==> config.mk <==
export PLATFORM = sky130hd
export DESIGN_NAME = permanent_weighted_trapezoid_integrator
export DESIGN_NICKNAME = d
export VERILOG_FILES = /design/src/hdl/pwti_pkg.sv /design/src/hdl/pwti_mul.sv /design/src/hdl/pwti_ctrl.sv /design/src/hdl/pwti_dp.sv /design/src/hdl/permanent_weighted_trapezoid_integrator.sv
export VERILOG_INCLUDE_DIRS = /design/src /design/src/hdl
export SDC_FILE = /design/constraint.sdc
export NUM_CORES = 2
export LEC_CHECK = 0
export BUFFER_PORTS_ARGS = -buffer_cell sky130_fd_sc_hd__buf_2
export CAP_MARGIN = 10
export CORE_ASPECT_RATIO = 1.5
export CORE_UTILIZATION = 50
export CTS_CLUSTER_DIAMETER = 80
export DETAILED_ROUTE_END_ITERATION = 10
export PLACE_DENSITY = 0.67
export SLEW_MARGIN = 0
export SYNTH_ARGS = -nofsm -noshare
export SYNTH_HDL_FRONTEND = slang
export SYNTH_SLANG_ARGS = --single-unit
==> constraint.sdc <==
create_clock -name clk_i -period 14.8 [get_ports clk_i]
set_input_delay 2.96 -clock clk_i [delete_from_list [all_inputs] [get_ports clk_i]]
set_output_delay 2.96 -clock clk_i [all_outputs]
set_load 0.01 [all_outputs]
==> src/hdl/permanent_weighted_trapezoid_integrator_macros.svh <==
// Assertion macros shared by the integrator modules.
`ifndef PERMANENT_WEIGHTED_TRAPEZOID_INTEGRATOR_MACROS_SVH
`define PERMANENT_WEIGHTED_TRAPEZOID_INTEGRATOR_MACROS_SVH
`ifndef NO_ASSERTIONS
// Property must hold on every clock edge outside reset.
`define PWTI_ASSERT(lbl, prop, msg) \
  lbl: assert property (@(posedge clk_i) disable iff (!rst_ni) (prop)) else $error(msg);
// Expression must never be true outside reset.
`define PWTI_NEVER(lbl, expr, msg) \
  lbl: assert property (@(posedge clk_i) disable iff (!rst_ni) !(expr)) else $error(msg);
`else
`define PWTI_ASSERT(lbl, prop, msg)
`define PWTI_NEVER(lbl, expr, msg)
`endif
`endif

==> src/hdl/pwti_pkg.sv <==
// Types, constants and arithmetic helpers of the trapezoid integrator.
package pwti_pkg;

  localparam int unsigned QW      = 32;         // Q4.27 word
  localparam int unsigned QFrac   = 27;
  localparam int unsigned ThrW    = 31;
  localparam int unsigned StepW   = 31;
  localparam int unsigned CntW    = 4;
  localparam int unsigned AccW    = 64;         // Q16.47 accumulator
  localparam int unsigned MulW    = QW + 2;     // fits step x (sample sum)
  localparam int unsigned ProdW   = 2 * MulW;
  localparam int unsigned PermW   = QW + 3;     // exact sum of six terms
  localparam int unsigned NumBasis = 9;
  localparam int unsigned CfgIdxW = 2;
  localparam int unsigned CfgDataW = 32;
  localparam int unsigned AreaShift = 8;
  localparam int unsigned RoundQ    = 1 << (QFrac - 1);
  localparam int unsigned RoundArea = 1 << (AreaShift - 1);

  localparam logic [CfgIdxW-1:0] CFG_THRESHOLD = 2'd0;
  localparam logic [CfgIdxW-1:0] CFG_COUNT     = 2'd1;

  localparam logic [CntW-1:0] COUNT_RESET = 4'd10;
  localparam logic [CntW-1:0] IDX_MAX     = 4'd15;
  localparam logic signed [QW-1:0] SIXTH_Q = 32'sd22369621;

  localparam int unsigned NumSlots = 20;
  localparam int unsigned SlotW    = $clog2(NumSlots);

  typedef enum logic [4:0] {
    OP_NONE,
    OP_M0, OP_M1, OP_M2, OP_M3, OP_M4, OP_M5,
    OP_XX,
    OP_T0, OP_T1, OP_T2, OP_T3, OP_T4, OP_T5,
    OP_S1,
    OP_Y,
    OP_AREA
  } op_e;

  typedef struct packed {
    logic load;      // input transaction taken
    op_e  op;        // multiply issued this cycle
    logic commit;    // update running state
    logic out_load;  // capture integral into output register
  } cmd_t;

  typedef struct packed {
    logic last;
  } sts_t;

  typedef struct packed {
    logic signed [QW-1:0] val;
    logic                 sat;
  } qres_t;

  // Multiply schedule. Each product is registered, then written back.
  function automatic op_e sched_op(input logic [SlotW-1:0] slot);
    op_e op;
    unique case (slot)
      5'd0:    op = OP_M0;
      5'd1:    op = OP_M1;
      5'd2:    op = OP_M2;
      5'd3:    op = OP_M3;
      5'd4:    op = OP_M4;
      5'd5:    op = OP_M5;
      5'd6:    op = OP_XX;
      5'd7:    op = OP_T0;
      5'd8:    op = OP_T1;
      5'd9:    op = OP_T2;
      5'd10:   op = OP_T3;
      5'd11:   op = OP_T4;
      5'd12:   op = OP_T5;
      5'd14:   op = OP_S1;
      5'd16:   op = OP_Y;
      5'd18:   op = OP_AREA;
      default: op = OP_NONE;
    endcase
    return op;
  endfunction

  // Round half up, floor shift by QFrac, saturate to Q4.27.
  function automatic qres_t round_q(input logic signed [ProdW-1:0] prod);
    logic signed [ProdW-1:0] sum;
    logic signed [ProdW-1:0] sh;
    qres_t r;
    sum = prod + $signed(ProdW'(RoundQ));
    sh  = sum >>> QFrac;
    if ((sh[ProdW-1:QW-1] == '0) || (sh[ProdW-1:QW-1] == '1)) begin
      r.val = sh[QW-1:0];
      r.sat = 1'b0;
    end else begin
      r.val = sh[ProdW-1] ? {1'b1, {(QW-1){1'b0}}} : {1'b0, {(QW-1){1'b1}}};
      r.sat = 1'b1;
    end
    return r;
  endfunction

  function automatic qres_t sat_perm(input logic signed [PermW-1:0] v);
    qres_t r;
    if ((v[PermW-1:QW-1] == '0) || (v[PermW-1:QW-1] == '1)) begin
      r.val = v[QW-1:0];
      r.sat = 1'b0;
    end else begin
      r.val = v[PermW-1] ? {1'b1, {(QW-1){1'b0}}} : {1'b0, {(QW-1){1'b1}}};
      r.sat = 1'b1;
    end
    return r;
  endfunction

endpackage

==> src/hdl/pwti_mul.sv <==
// Shared signed multiplier with registered product.
module pwti_mul (
  input  logic                                clk_i,
  input  logic signed [pwti_pkg::MulW-1:0]    a_i,
  input  logic signed [pwti_pkg::MulW-1:0]    b_i,
  output logic signed [pwti_pkg::ProdW-1:0]   prod_o
);
  import pwti_pkg::*;

  logic signed [ProdW-1:0] prod_q;

  always_ff @(posedge clk_i) begin
    prod_q <= a_i * b_i;
  end

  assign prod_o = prod_q;

endmodule

==> src/hdl/pwti_ctrl.sv <==
// Sequencer of the integrator: handshakes and multiply schedule.
`include "permanent_weighted_trapezoid_integrator_macros.svh"
module pwti_ctrl (
  input  logic              clk_i,
  input  logic              rst_ni,
  input  logic              in_valid_i,
  output logic              in_ready_o,
  output logic              out_valid_o,
  input  logic              out_ready_i,
  output pwti_pkg::cmd_t    cmd_o,
  input  pwti_pkg::sts_t    sts_i
);
  import pwti_pkg::*;

  typedef enum logic [1:0] {S_IDLE, S_RUN, S_POST} state_e;

  state_e           state_q;
  logic [SlotW-1:0] slot_q;
  logic             out_valid_q;
  logic             accept;
  logic             commit;

  assign in_ready_o = (state_q == S_IDLE);
  assign accept     = in_valid_i && in_ready_o;
  // a last point waits here while the previous integral is still unread
  assign commit     = (state_q == S_POST) && (!sts_i.last || !out_valid_q || out_ready_i);

  assign cmd_o.load     = accept;
  assign cmd_o.op       = (state_q == S_RUN) ? sched_op(slot_q) : OP_NONE;
  assign cmd_o.commit   = commit;
  assign cmd_o.out_load = commit && sts_i.last;
  assign out_valid_o    = out_valid_q;

  always_ff @(posedge clk_i or negedge rst_ni) begin
    if (!rst_ni) begin
      state_q     <= S_IDLE;
      slot_q      <= '0;
      out_valid_q <= 1'b0;
    end else begin
      unique case (state_q)
        S_IDLE: begin
          if (accept) begin
            state_q <= S_RUN;
            slot_q  <= '0;
          end
        end
        S_RUN: begin
          slot_q <= slot_q + 1'b1;
          if (slot_q == SlotW'(NumSlots - 1)) begin
            state_q <= S_POST;
          end
        end
        S_POST: begin
          if (commit) begin
            state_q <= S_IDLE;
          end
        end
        default: state_q <= S_IDLE;
      endcase
      if (cmd_o.out_load) begin
        out_valid_q <= 1'b1;
      end else if (out_ready_i) begin
        out_valid_q <= 1'b0;
      end
    end
  end

  `PWTI_ASSERT(a_accept_starts_run, accept |=> (state_q == S_RUN) && (slot_q == '0), "run did not start at slot zero")
  `PWTI_ASSERT(a_out_from_post, $rose(out_valid_q) |-> $past(state_q == S_POST), "result raised outside post step")
  `PWTI_NEVER(a_no_op_outside_run, (state_q != S_RUN) && (cmd_o.op != OP_NONE), "multiply issued outside run")

endmodule

==> src/hdl/pwti_dp.sv <==
// Datapath: operand select, rounding, permanent sum, trapezoid accumulator.
`include "permanent_weighted_trapezoid_integrator_macros.svh"
module pwti_dp (
  input  logic                                   clk_i,
  input  logic                                   rst_ni,
  input  pwti_pkg::cmd_t                         cmd_i,
  output pwti_pkg::sts_t                         sts_o,
  input  logic                                   cfg_valid_i,
  input  logic [pwti_pkg::CfgIdxW-1:0]           cfg_index_i,
  input  logic [pwti_pkg::CfgDataW-1:0]          cfg_data_i,
  input  logic signed [pwti_pkg::QW-1:0]         basis_i [pwti_pkg::NumBasis],
  input  logic signed [pwti_pkg::QW-1:0]         x_value_i,
  input  logic [pwti_pkg::StepW-1:0]             x_step_i,
  input  logic                                   last_i,
  output logic signed [pwti_pkg::AccW-1:0]       integral_o,
  output logic                                   saturated_o
);
  import pwti_pkg::*;

  // operand latches
  logic signed [QW-1:0]    p_q [NumBasis];
  logic signed [QW-1:0]    x_q;
  logic [StepW-1:0]        step_q;
  logic                    last_q;
  // intermediate results
  logic signed [QW-1:0]    m_q [6];
  logic signed [QW-1:0]    xx_q;
  logic signed [PermW-1:0] perm_q;
  logic signed [QW-1:0]    s1_q;
  logic signed [QW-1:0]    y_q;
  // running state
  logic [ThrW-1:0]         thr_q;
  logic [CntW-1:0]         cnt_q;
  logic signed [QW-1:0]    prev_sample_q;
  logic [StepW-1:0]        prev_step_q;
  logic                    have_prev_q;
  logic [CntW-1:0]         idx_q;
  logic signed [AccW-1:0]  acc_q;
  logic                    ovf_q;
  op_e                     wb_op_q;
  logic signed [AccW-1:0]  integral_q;
  logic                    saturated_q;

  logic signed [MulW-1:0]  mul_a;
  logic signed [MulW-1:0]  mul_b;
  logic signed [ProdW-1:0] prod;
  qres_t                   qr;
  qres_t                   perm_sat;
  logic signed [QW:0]      pair_sum;
  logic signed [QW:0]      y_ext;
  logic [QW:0]             y_mag;
  logic                    rogue;
  logic signed [ProdW-1:0] area_full;
  logic signed [AccW-1:0]  area;
  logic signed [AccW:0]    acc_sum;
  logic                    acc_sat;
  logic signed [AccW-1:0]  acc_next;
  logic                    ovf_set;

  function automatic logic signed [MulW-1:0] ext_q(input logic signed [QW-1:0] v);
    return {{(MulW-QW){v[QW-1]}}, v};
  endfunction

  assign perm_sat = sat_perm(perm_q);
  assign pair_sum = {prev_sample_q[QW-1], prev_sample_q} + {y_q[QW-1], y_q};

  always_comb begin
    mul_a = '0;
    mul_b = '0;
    unique case (cmd_i.op)
      OP_M0:   begin mul_a = ext_q(p_q[0]); mul_b = ext_q(p_q[4]); end
      OP_M1:   begin mul_a = ext_q(p_q[1]); mul_b = ext_q(p_q[5]); end
      OP_M2:   begin mul_a = ext_q(p_q[2]); mul_b = ext_q(p_q[3]); end
      OP_M3:   begin mul_a = ext_q(p_q[2]); mul_b = ext_q(p_q[4]); end
      OP_M4:   begin mul_a = ext_q(p_q[1]); mul_b = ext_q(p_q[3]); end
      OP_M5:   begin mul_a = ext_q(p_q[0]); mul_b = ext_q(p_q[5]); end
      OP_XX:   begin mul_a = ext_q(x_q);    mul_b = ext_q(x_q);    end
      OP_T0:   begin mul_a = ext_q(m_q[0]); mul_b = ext_q(p_q[8]); end
      OP_T1:   begin mul_a = ext_q(m_q[1]); mul_b = ext_q(p_q[6]); end
      OP_T2:   begin mul_a = ext_q(m_q[2]); mul_b = ext_q(p_q[7]); end
      OP_T3:   begin mul_a = ext_q(m_q[3]); mul_b = ext_q(p_q[6]); end
      OP_T4:   begin mul_a = ext_q(m_q[4]); mul_b = ext_q(p_q[8]); end
      OP_T5:   begin mul_a = ext_q(m_q[5]); mul_b = ext_q(p_q[7]); end
      OP_S1:   begin mul_a = ext_q(xx_q);   mul_b = ext_q(perm_sat.val); end
      OP_Y:    begin mul_a = ext_q(s1_q);   mul_b = ext_q(SIXTH_Q); end
      OP_AREA: begin
        mul_a = {{(MulW-StepW){1'b0}}, prev_step_q};
        mul_b = {{(MulW-QW-1){pair_sum[QW]}}, pair_sum};
      end
      default: begin mul_a = '0; mul_b = '0; end
    endcase
  end

  pwti_mul u_mul (
    .clk_i  (clk_i),
    .a_i    (mul_a),
    .b_i    (mul_b),
    .prod_o (prod)
  );

  // writeback arithmetic
  always_comb begin
    qr        = round_q(prod);
    y_ext     = {qr.val[QW-1], qr.val};
    y_mag     = y_ext[QW] ? (~y_ext + 1'b1) : y_ext;
    rogue     = (idx_q < cnt_q) && (y_mag > {2'b00, thr_q});
    area_full = (prod + $signed(ProdW'(RoundArea))) >>> AreaShift;
    area      = area_full[AccW-1:0];
    acc_sum   = {acc_q[AccW-1], acc_q} + {area[AccW-1], area};
    acc_sat   = (acc_sum[AccW] != acc_sum[AccW-1]);
    if (!acc_sat) begin
      acc_next = acc_sum[AccW-1:0];
    end else if (acc_sum[AccW]) begin
      acc_next = {1'b1, {(AccW-1){1'b0}}};
    end else begin
      acc_next = {1'b0, {(AccW-1){1'b1}}};
    end
    ovf_set = 1'b0;
    unique case (wb_op_q)
      OP_NONE: ovf_set = 1'b0;
      OP_AREA: ovf_set = have_prev_q && acc_sat;
      default: ovf_set = qr.sat;
    endcase
    if ((cmd_i.op == OP_S1) && perm_sat.sat) begin
      ovf_set = 1'b1;
    end
  end

  // payload registers
  always_ff @(posedge clk_i) begin
    if (cmd_i.load) begin
      p_q    <= basis_i;
      x_q    <= x_value_i;
      step_q <= x_step_i;
      last_q <= last_i;
      perm_q <= '0;
    end
    unique case (wb_op_q)
      OP_M0:   m_q[0] <= qr.val;
      OP_M1:   m_q[1] <= qr.val;
      OP_M2:   m_q[2] <= qr.val;
      OP_M3:   m_q[3] <= qr.val;
      OP_M4:   m_q[4] <= qr.val;
      OP_M5:   m_q[5] <= qr.val;
      OP_XX:   xx_q   <= qr.val;
      OP_T0, OP_T1, OP_T2, OP_T3, OP_T4, OP_T5: begin
        perm_q <= perm_q + {{(PermW-QW){qr.val[QW-1]}}, qr.val};
      end
      OP_S1:   s1_q <= qr.val;
      OP_Y:    y_q  <= rogue ? '0 : qr.val;
      default: ;
    endcase
    if (cmd_i.out_load) begin
      integral_q  <= acc_q;
      saturated_q <= ovf_q;
    end
  end

  // config and running state
  always_ff @(posedge clk_i or negedge rst_ni) begin
    if (!rst_ni) begin
      thr_q         <= '0;
      cnt_q         <= COUNT_RESET;
      prev_sample_q <= '0;
      prev_step_q   <= '0;
      have_prev_q   <= 1'b0;
      idx_q         <= '0;
      acc_q         <= '0;
      ovf_q         <= 1'b0;
      wb_op_q       <= OP_NONE;
    end else begin
      wb_op_q <= cmd_i.op;
      if (cfg_valid_i) begin
        if (cfg_index_i == CFG_THRESHOLD) begin
          thr_q <= cfg_data_i[ThrW-1:0];
        end else if (cfg_index_i == CFG_COUNT) begin
          cnt_q <= cfg_data_i[CntW-1:0];
        end
      end
      if ((wb_op_q == OP_AREA) && have_prev_q) begin
        acc_q <= acc_next;
      end
      if (cmd_i.commit) begin
        if (last_q) begin
          prev_sample_q <= '0;
          prev_step_q   <= '0;
          have_prev_q   <= 1'b0;
          idx_q         <= '0;
          acc_q         <= '0;
        end else begin
          prev_sample_q <= y_q;
          prev_step_q   <= step_q;
          have_prev_q   <= 1'b1;
          if (idx_q != IDX_MAX) begin
            idx_q <= idx_q + 1'b1;
          end
        end
      end
      if (cmd_i.out_load) begin
        ovf_q <= 1'b0;
      end else if (ovf_set) begin
        ovf_q <= 1'b1;
      end
    end
  end

  assign sts_o.last  = last_q;
  assign integral_o  = integral_q;
  assign saturated_o = saturated_q;

  `PWTI_ASSERT(a_clear_after_last, cmd_i.out_load |=> (acc_q == '0) && !ovf_q && !have_prev_q, "integral state not cleared")
  `PWTI_ASSERT(a_idx_tracks_prev, have_prev_q |-> (idx_q != '0), "sample index lost while history held")
  `PWTI_ASSERT(a_commit_no_writeback, cmd_i.commit |-> (wb_op_q == OP_NONE), "commit overlaps a writeback")

endmodule

==> src/hdl/permanent_weighted_trapezoid_integrator.sv <==
// Top level of the permanent-weighted trapezoid integrator.
// Grid points are taken one at a time; the single shared multiplier runs a
//   schedule of 16 products per point, with dependency gaps, before commit.
// A last point loads the integral into the output register at its commit;
//   it waits in the post step for as long as its prior result sits unread.
// Reset (async, active low): accumulator, history and flags clear,
//   rogue_threshold = 0, rogue_count = 10, no result pending.
module permanent_weighted_trapezoid_integrator (
  input  logic                                 clk_i,
  input  logic                                 rst_ni,
  // grid point channel
  input  logic                                 in_valid_i,
  output logic                                 in_ready_o,
  input  logic signed [pwti_pkg::QW-1:0]       basis_r1_c1_i,
  input  logic signed [pwti_pkg::QW-1:0]       basis_r1_c2_i,
  input  logic signed [pwti_pkg::QW-1:0]       basis_r1_c3_i,
  input  logic signed [pwti_pkg::QW-1:0]       basis_r2_c1_i,
  input  logic signed [pwti_pkg::QW-1:0]       basis_r2_c2_i,
  input  logic signed [pwti_pkg::QW-1:0]       basis_r2_c3_i,
  input  logic signed [pwti_pkg::QW-1:0]       basis_r3_c1_i,
  input  logic signed [pwti_pkg::QW-1:0]       basis_r3_c2_i,
  input  logic signed [pwti_pkg::QW-1:0]       basis_r3_c3_i,
  input  logic signed [pwti_pkg::QW-1:0]       x_value_i,
  input  logic [pwti_pkg::StepW-1:0]           x_step_i,
  input  logic                                 last_i,
  // integral channel
  output logic                                 out_valid_o,
  input  logic                                 out_ready_i,
  output logic signed [pwti_pkg::AccW-1:0]     integral_o,
  output logic                                 saturated_o,
  // register write channel
  input  logic                                 cfg_valid_i,
  output logic                                 cfg_ready_o,
  input  logic [pwti_pkg::CfgIdxW-1:0]         cfg_index_i,
  input  logic [pwti_pkg::CfgDataW-1:0]        cfg_data_i
);
  import pwti_pkg::*;

  cmd_t                 cmd;
  sts_t                 sts;
  logic signed [QW-1:0] basis [NumBasis];

  // Basis matrix in row order: p0..p8.
  assign basis[0] = basis_r1_c1_i;
  assign basis[1] = basis_r1_c2_i;
  assign basis[2] = basis_r1_c3_i;
  assign basis[3] = basis_r2_c1_i;
  assign basis[4] = basis_r2_c2_i;
  assign basis[5] = basis_r2_c3_i;
  assign basis[6] = basis_r3_c1_i;
  assign basis[7] = basis_r3_c2_i;
  assign basis[8] = basis_r3_c3_i;

  // Register writes are always accepted and land directly in the config registers; unknown indexes are dropped.
  assign cfg_ready_o = 1'b1;

  // Controller: accepts a transaction, walks the multiply schedule,
  // then commits history and, on a last point, loads the output register.
  pwti_ctrl u_ctrl (
    .clk_i       (clk_i),
    .rst_ni      (rst_ni),
    .in_valid_i  (in_valid_i),
    .in_ready_o  (in_ready_o),
    .out_valid_o (out_valid_o),
    .out_ready_i (out_ready_i),
    .cmd_o       (cmd),
    .sts_i       (sts)
  );

  // Datapath: permanent as six two-step products summed exactly, then
  // sample = x^2 * perm * 1/6 with rogue zeroing, then trapezoid area
  // prev_step * (prev_sample + sample) / 2 into the saturating Q16.47 sum.
  pwti_dp u_dp (
    .clk_i       (clk_i),
    .rst_ni      (rst_ni),
    .cmd_i       (cmd),
    .sts_o       (sts),
    .cfg_valid_i (cfg_valid_i),
    .cfg_index_i (cfg_index_i),
    .cfg_data_i  (cfg_data_i),
    .basis_i     (basis),
    .x_value_i   (x_value_i),
    .x_step_i    (x_step_i),
    .last_i      (last_i),
    .integral_o  (integral_o),
    .saturated_o (saturated_o)
  );

endmodule
; Word level (Yosys, flattened, before mapping)
; Memories as Yosys holds them, arrays and structs flattened.
; Cells that the tools add are included.
[totals]
register_bits = 797
latch_bits = 0
mem_bits_rw = 192
romBits = 160
output_inout_bits = 68
wordCells = 191
n_memories = 2
[memory_table]
columns = name, words, word_bits, read_ports, rd_ports_with_merged_regs, wr, line
row1 = u_dp.m_q, 6, 32, 6, 0, 1, pwti_dp.sv:26  ; logic signed [QW-1:0] m_q [6];
row2 = (name not given), 32, 5, 1, 0, 0, pwti_pkg.sv:59  ; unique case (slot)
[classes]
n_addsub = 8
n_mul = 1
n_div = 0
order_cmp = 2
eq_ne = 43
shift = 0
mux = 59
bitwise = 2
n_reduce_logical = 43
[ops]
columns = operator, n
row1 = 34-bit case mux with 13 select lines, 1
row2 = 34-bit case mux with 10 select lines, 1
row3 = 64-bit 2-to-1 mux, 5
row4 = 32-bit 2-to-1 mux, 8
row5 = 32-bit OR reduction, 5
row6 = 33-bit 2-to-1 mux, 3
row7 = 5-bit by 4-bit equality test with 1-bit output (second input constant), 16
row8 = 35-bit 2-to-1 mux, 2
row9 = 68-bit by 28-bit adder with 68-bit output (second input constant), 1
row10 = 68-bit by 9-bit adder with 68-bit output (second input constant), 1
row11 = 34-bit by 34-bit multiplier with 68-bit output, 1
row12 = 64-bit by 60-bit adder with 65-bit output, 1
row13 = 5-bit by 3-bit equality test with 1-bit output (second input constant), 8
row14 = 37-bit equality test (second input constant), 1
row15 = 37-bit logical NOT, 1
row16 = 35-bit adder, 1
row17 = 32-bit by 32-bit adder with 33-bit output, 1
row18 = 33-bit by 1-bit adder with 33-bit output (second input constant), 1
row19 = 33-bit by 31-bit > comparator with 1-bit output, 1
row20 = 33-bit inverter, 1
row21 = 31-bit 2-to-1 mux, 1
row22 = 1-bit 2-to-1 mux, 23
row23 = 5-bit by 2-bit equality test with 1-bit output (second input constant), 4
row24 = 2-bit OR reduction, 9
row25 = 30 further kinds, 61

; Longest topological paths before layout
[logic_depth]
depth_word = 9
mapped_depth = 47
mapped_depth_nobuf = 45

; Hierarchy
; Synthesis repeated with hierarchy kept, for this count alone.
[hier_totals]
cells_unflattened = 8423
hier_area_um2 = 88115.8
[by_module_without_submodules]
columns = mod, n_inst, cells_per_inst, area_per_inst_um2, seq_area_each_um2
row1 = pwti_dp, 1, 3761, 44452.6, 26553.0
row2 = pwti_mul, 1, 4593, 43060.0, 1361.3
row3 = pwti_ctrl, 1, 67, 591.8, 200.2
row4 = permanent_weighted_trapezoid_integrator, 1, 2, 11.3, 0.0

; Least setup slack after synthesis
; Ideal clock, no wire load.
[synth_timing]
path_kind = in2reg
startpoint = input port in_valid_i
endpoint = register u_dp.perm_q[0], enable pin
setup_ns = 0.396
arrival_time_ns = 12.275
slack_ns = 2.129
cell_stages = 2
path_buffers = 0
path_cell_list = and2_1 -> nand2b_1
[synth_via]
elab_chain_cells = 2
[synth_lines]
columns = item, line
row1 = from (decl), permanent_weighted_trapezoid_integrator.sv:12  ; input logic in_valid_i,
row2 = 1-bit logical AND, pwti_ctrl.sv:24  ; assign accept = in_valid_i && in_ready_o;
row3 = 2-bit nonzero test (no line), --
row4 = to (signal assigned), pwti_dp.sv:147  ; perm_q <= perm_q + {{(PermW-QW){qr.val[QW-1]}}, qr.val};
row5 = to (decl), pwti_dp.sv:28  ; logic signed [PermW-1:0] perm_q;
; Every way passes these cells.
; A chain may end at the register's enable or synchronous reset.

; Final worst setup path
[layout_timing]
startpoint = register u_dp.y_q[1]
endpoint = register u_dp.u_mul.prod_q[53] (netlist: u_dp.u_mul.prod_o[53])
[layout_via]
elab_chain_cells = 3
[layout_lines]
columns = item, line
row1 = from (decl), pwti_dp.sv:30  ; logic signed [QW-1:0] y_q;
row2 = from (signal assigned), pwti_dp.sv:150  ; OP_Y: y_q <= rogue ? '0 : qr.val;
row3 = 32-bit by 32-bit adder with 33-bit output, pwti_dp.sv:65  ; assign pair_sum = {prev_sample_q[QW-1], prev_sample_q} + {y_q[QW-1], y_q};
row4 = 34-bit case mux with 10 select lines, pwti_dp.sv:70  ; unique case (cmd_i.op)
row5 = 34-bit by 34-bit multiplier with 68-bit output, pwti_mul.sv:13  ; prod_q <= a_i * b_i;
row6 = to (signal assigned), pwti_mul.sv:13
row7 = to (decl), pwti_mul.sv:10  ; logic signed [ProdW-1:0] prod_q;
; Every way passes these cells.

==> metrics <==
Post-synth top cells inv_1 (1,355), fa_1 (1,196), nand2_1 (943); num ports 459; hold path depth 1; RSZ-0062 raised after global routing no; Core Rows 185; Overflow after GRT 0; postcts setup bufs 0; Fin. Hold Viols 0; R2R cell count 41; vias in the first global route 67,400; reg2reg end u_dp.u_mul.prod_o[53]$_DFF_P_; Post-CTS Resized 0; status finished, final reports clean; Fillers 14,600; drt pass-1 iters 6; Final min period 13.53 ns; CTS max path bufs 3; DIE WIDTH 339 um; CTS tree built; ratio of cells with drive above 1 in the final layout 11.0%; port bufs 456; vias 64,800; Detailed Place HPWL 240 mm; post-route ant nets 0; GR peak layer met2; crit share post-route 91.4%; post-synth top area cell fa_1; largest net degree at the start of global routing 181; share of the synthesized area in the top cell type 28.2%; mean area per synthesized cell 10.4 um2; number of synthesized flops with an enable pin 740; met3 usage 6.34%; Yosys reg bits 982; slew of the pin with the lowest slew margin 1.35 ns; Primary FF master, synth edfxtp_1; CP max FO 19; CP dominant cell by count fa_1; core area 0.169 mm2; clock latency on the worst-skew pair 0.78 ns; async set-or-reset flop fraction in the synthesized netlist 18.4%; met1 usage 39.0%; Max Cap Viol 0; Post-Synthesis Cells 8,164; most common cell in the netlist inv_1; met2 global-route usage 59.7%; Crit path arrival time 14.15 ns; TritonCTS buffer count 94; Critical Path Start Type flop; Final setup viols 0; syn_nets 10,100; H-tree depth reported by CTS 3; setup_tns 0 ns; setup slack, reg-to-reg 1.27 ns; # DRC 0; post-synthesis cell type count 104; gpl congestion 1.01; Mapped Area 0.0850 mm2; CTS Hold Buffers Added 0; Min-Delay Startpoint u_dp.step_q[10]$_DFFE_PP_; WL/cell 28.0 um; Initial Util 50.2%; global-route wire length before repair 440 mm; Worst R2R Start u_dp.y_q[1]$_SDFFCE_PP0N_; relative max-transition margin 9.87%; HP Class reg2reg; total global-route track usage 35.7%; DR vias/cell 5.97; crit path kind reg2reg; clock skew 0.0698 ns; total die area 0.172 mm2; Layout Nets 10,500; Clock Root Buffer clkbuf_16; WHS Endpoint u_dp.prev_step_q[10]$_DFFE_PN0P_; Initial DRC Count 6,077; initial antenna violation count 12; fmax 73.9 MHz; critical path endpoint category flop; Syn-to-layout area delta 10.3%; Util after Layout 55.4%; register area share after synthesis 32.9%; synth warn 0; slowest stage delay, CP 0.90 ns; Critical-path top delay cell fa_1; die height 507 um; Detailed Route WL 304 mm; Sinks on Clock Net 982; Area contributors post-synth fa_1 (28%), edfxtp_1 (26%), inv_1 (6.0%), ha_1 (5.4%), dfrtp_1 (5.3%); worst endpoint required time 15.42 ns; Slew Limit Fails 0; clk slew on worst S/H paths 0.07 ns
flip-flops by register name, indices dropped and copies added, names as in the netlist, 32 cells and up:
signal              flops
u_dp.p_q              288
u_dp.perm_q            35
u_dp.acc_q             64
u_dp.y_q               32
u_dp.xx_q              32
u_dp.s1_q              32
u_dp.integral_o        64
u_dp.prev_sample_q     32
u_dp.u_mul.prod_o      61
u_dp.m_q              192
u_dp.x_q               32
cells by family (layout without fill, tap and decap cells):
group | count (synthesis) | count (layout) | share of synthesized area [%]
xor gates and xnor gates | 288 | 288 | 2.97
AOI/OAI and AO/OA | 1288 | 1288 | 10.6
other | 1 | 9 | 0.00441
adders and majority gates | 1568 | 1568 | 33.6
and+or+nand+nor | 2247 | 2247 | 11.7
muxes | 30 | 30 | 0.368
buffers and inverters | 1760 | 2188 | 7.85
DFF | 982 | 982 | 32.9
stage by stage:
step	setup WS, ns	instance area, um2	hold slack [ns]	std cells
2_1_floorplan	2.13	85000	0.426	8164
3_3_place_gp	1.80	90400	0.448	10700
3_5_place_dp	1.76	90400	0.452	10700
4_1_cts	1.70	93700	0.444	10800
5_1_grt	0.845	93800	0.451	10800
6_report	1.27	93800	0.442	10800
critical path: cells and delay by family, from the launching register on:
kind | cells | cell delay (ns)
AOI/OAI and AO/OA | 19 | 6.11
and+or+nand+nor | 5 | 0.62
buffers and inverters | 5 | 0.74
muxes | 1 | 0.12
xor gates and xnor gates | 1 | 0.15
DFF | 1 | 0.42
adders and majority gates | 10 | 5.15
layout make-up:
type	instances	area (um2)	share of cell area, %
flip-flops and latches	982	28000	29.8
clock buffers	120	2510	2.68
inverters	1356	5090	5.43
well taps	2244	2810	2.99
repair buffers	654	3820	4.08
clock inverters	58	774	0.826
multi-input cells	5422	50800	54.2
diodes	8	20.0	0.0213
worst max-delay path by stage:
stage,from,slack [ns],to
6_report,u_dp.y_q[1]$_SDFFCE_PP0N_,1.27,u_dp.u_mul.prod_o[53]$_DFF_P_
5_1_grt,u_dp.y_q[1]$_SDFFCE_PP0N_,0.85,u_dp.u_mul.prod_o[53]$_DFF_P_
4_1_cts,u_dp.y_q[1]$_SDFFCE_PP0N_,1.70,u_dp.u_mul.prod_o[50]$_DFF_P_
3_5_place_dp,u_dp.y_q[1]$_SDFFCE_PP0N_,1.76,u_dp.u_mul.prod_o[50]$_DFF_P_
3_3_place_gp,u_dp.y_q[0]$_SDFFCE_PP0N_,1.80,u_dp.u_mul.prod_o[50]$_DFF_P_
2_1_floorplan,in_valid_i,2.13,u_dp.perm_q[0]$_SDFFCE_PN0P_
per-layer routing:
metal | vias up | share of wire (%)
li1 | 27500 | -
met1 | 32700 | 33
met2 | 3542 | 48
met3 | 1035 | 8.1
met4 | 6 | 11
met5 | - | 0.014
placed cells by master (no fill, tap or decap), drive strengths merged, types with 134 or more instances in the layout:
cell type and count:
inv 1362, fa 1196, nand2 944, edfxtp 740, nor2 713, buf 652, ha 370, a21oi 284
o21ai 207, dfrtp 179, xnor2 179, a21o 134
Power is left out: the tool's default activity adds up to more than one toggle a clock period on the data nets, which glitch-free logic cannot reach.
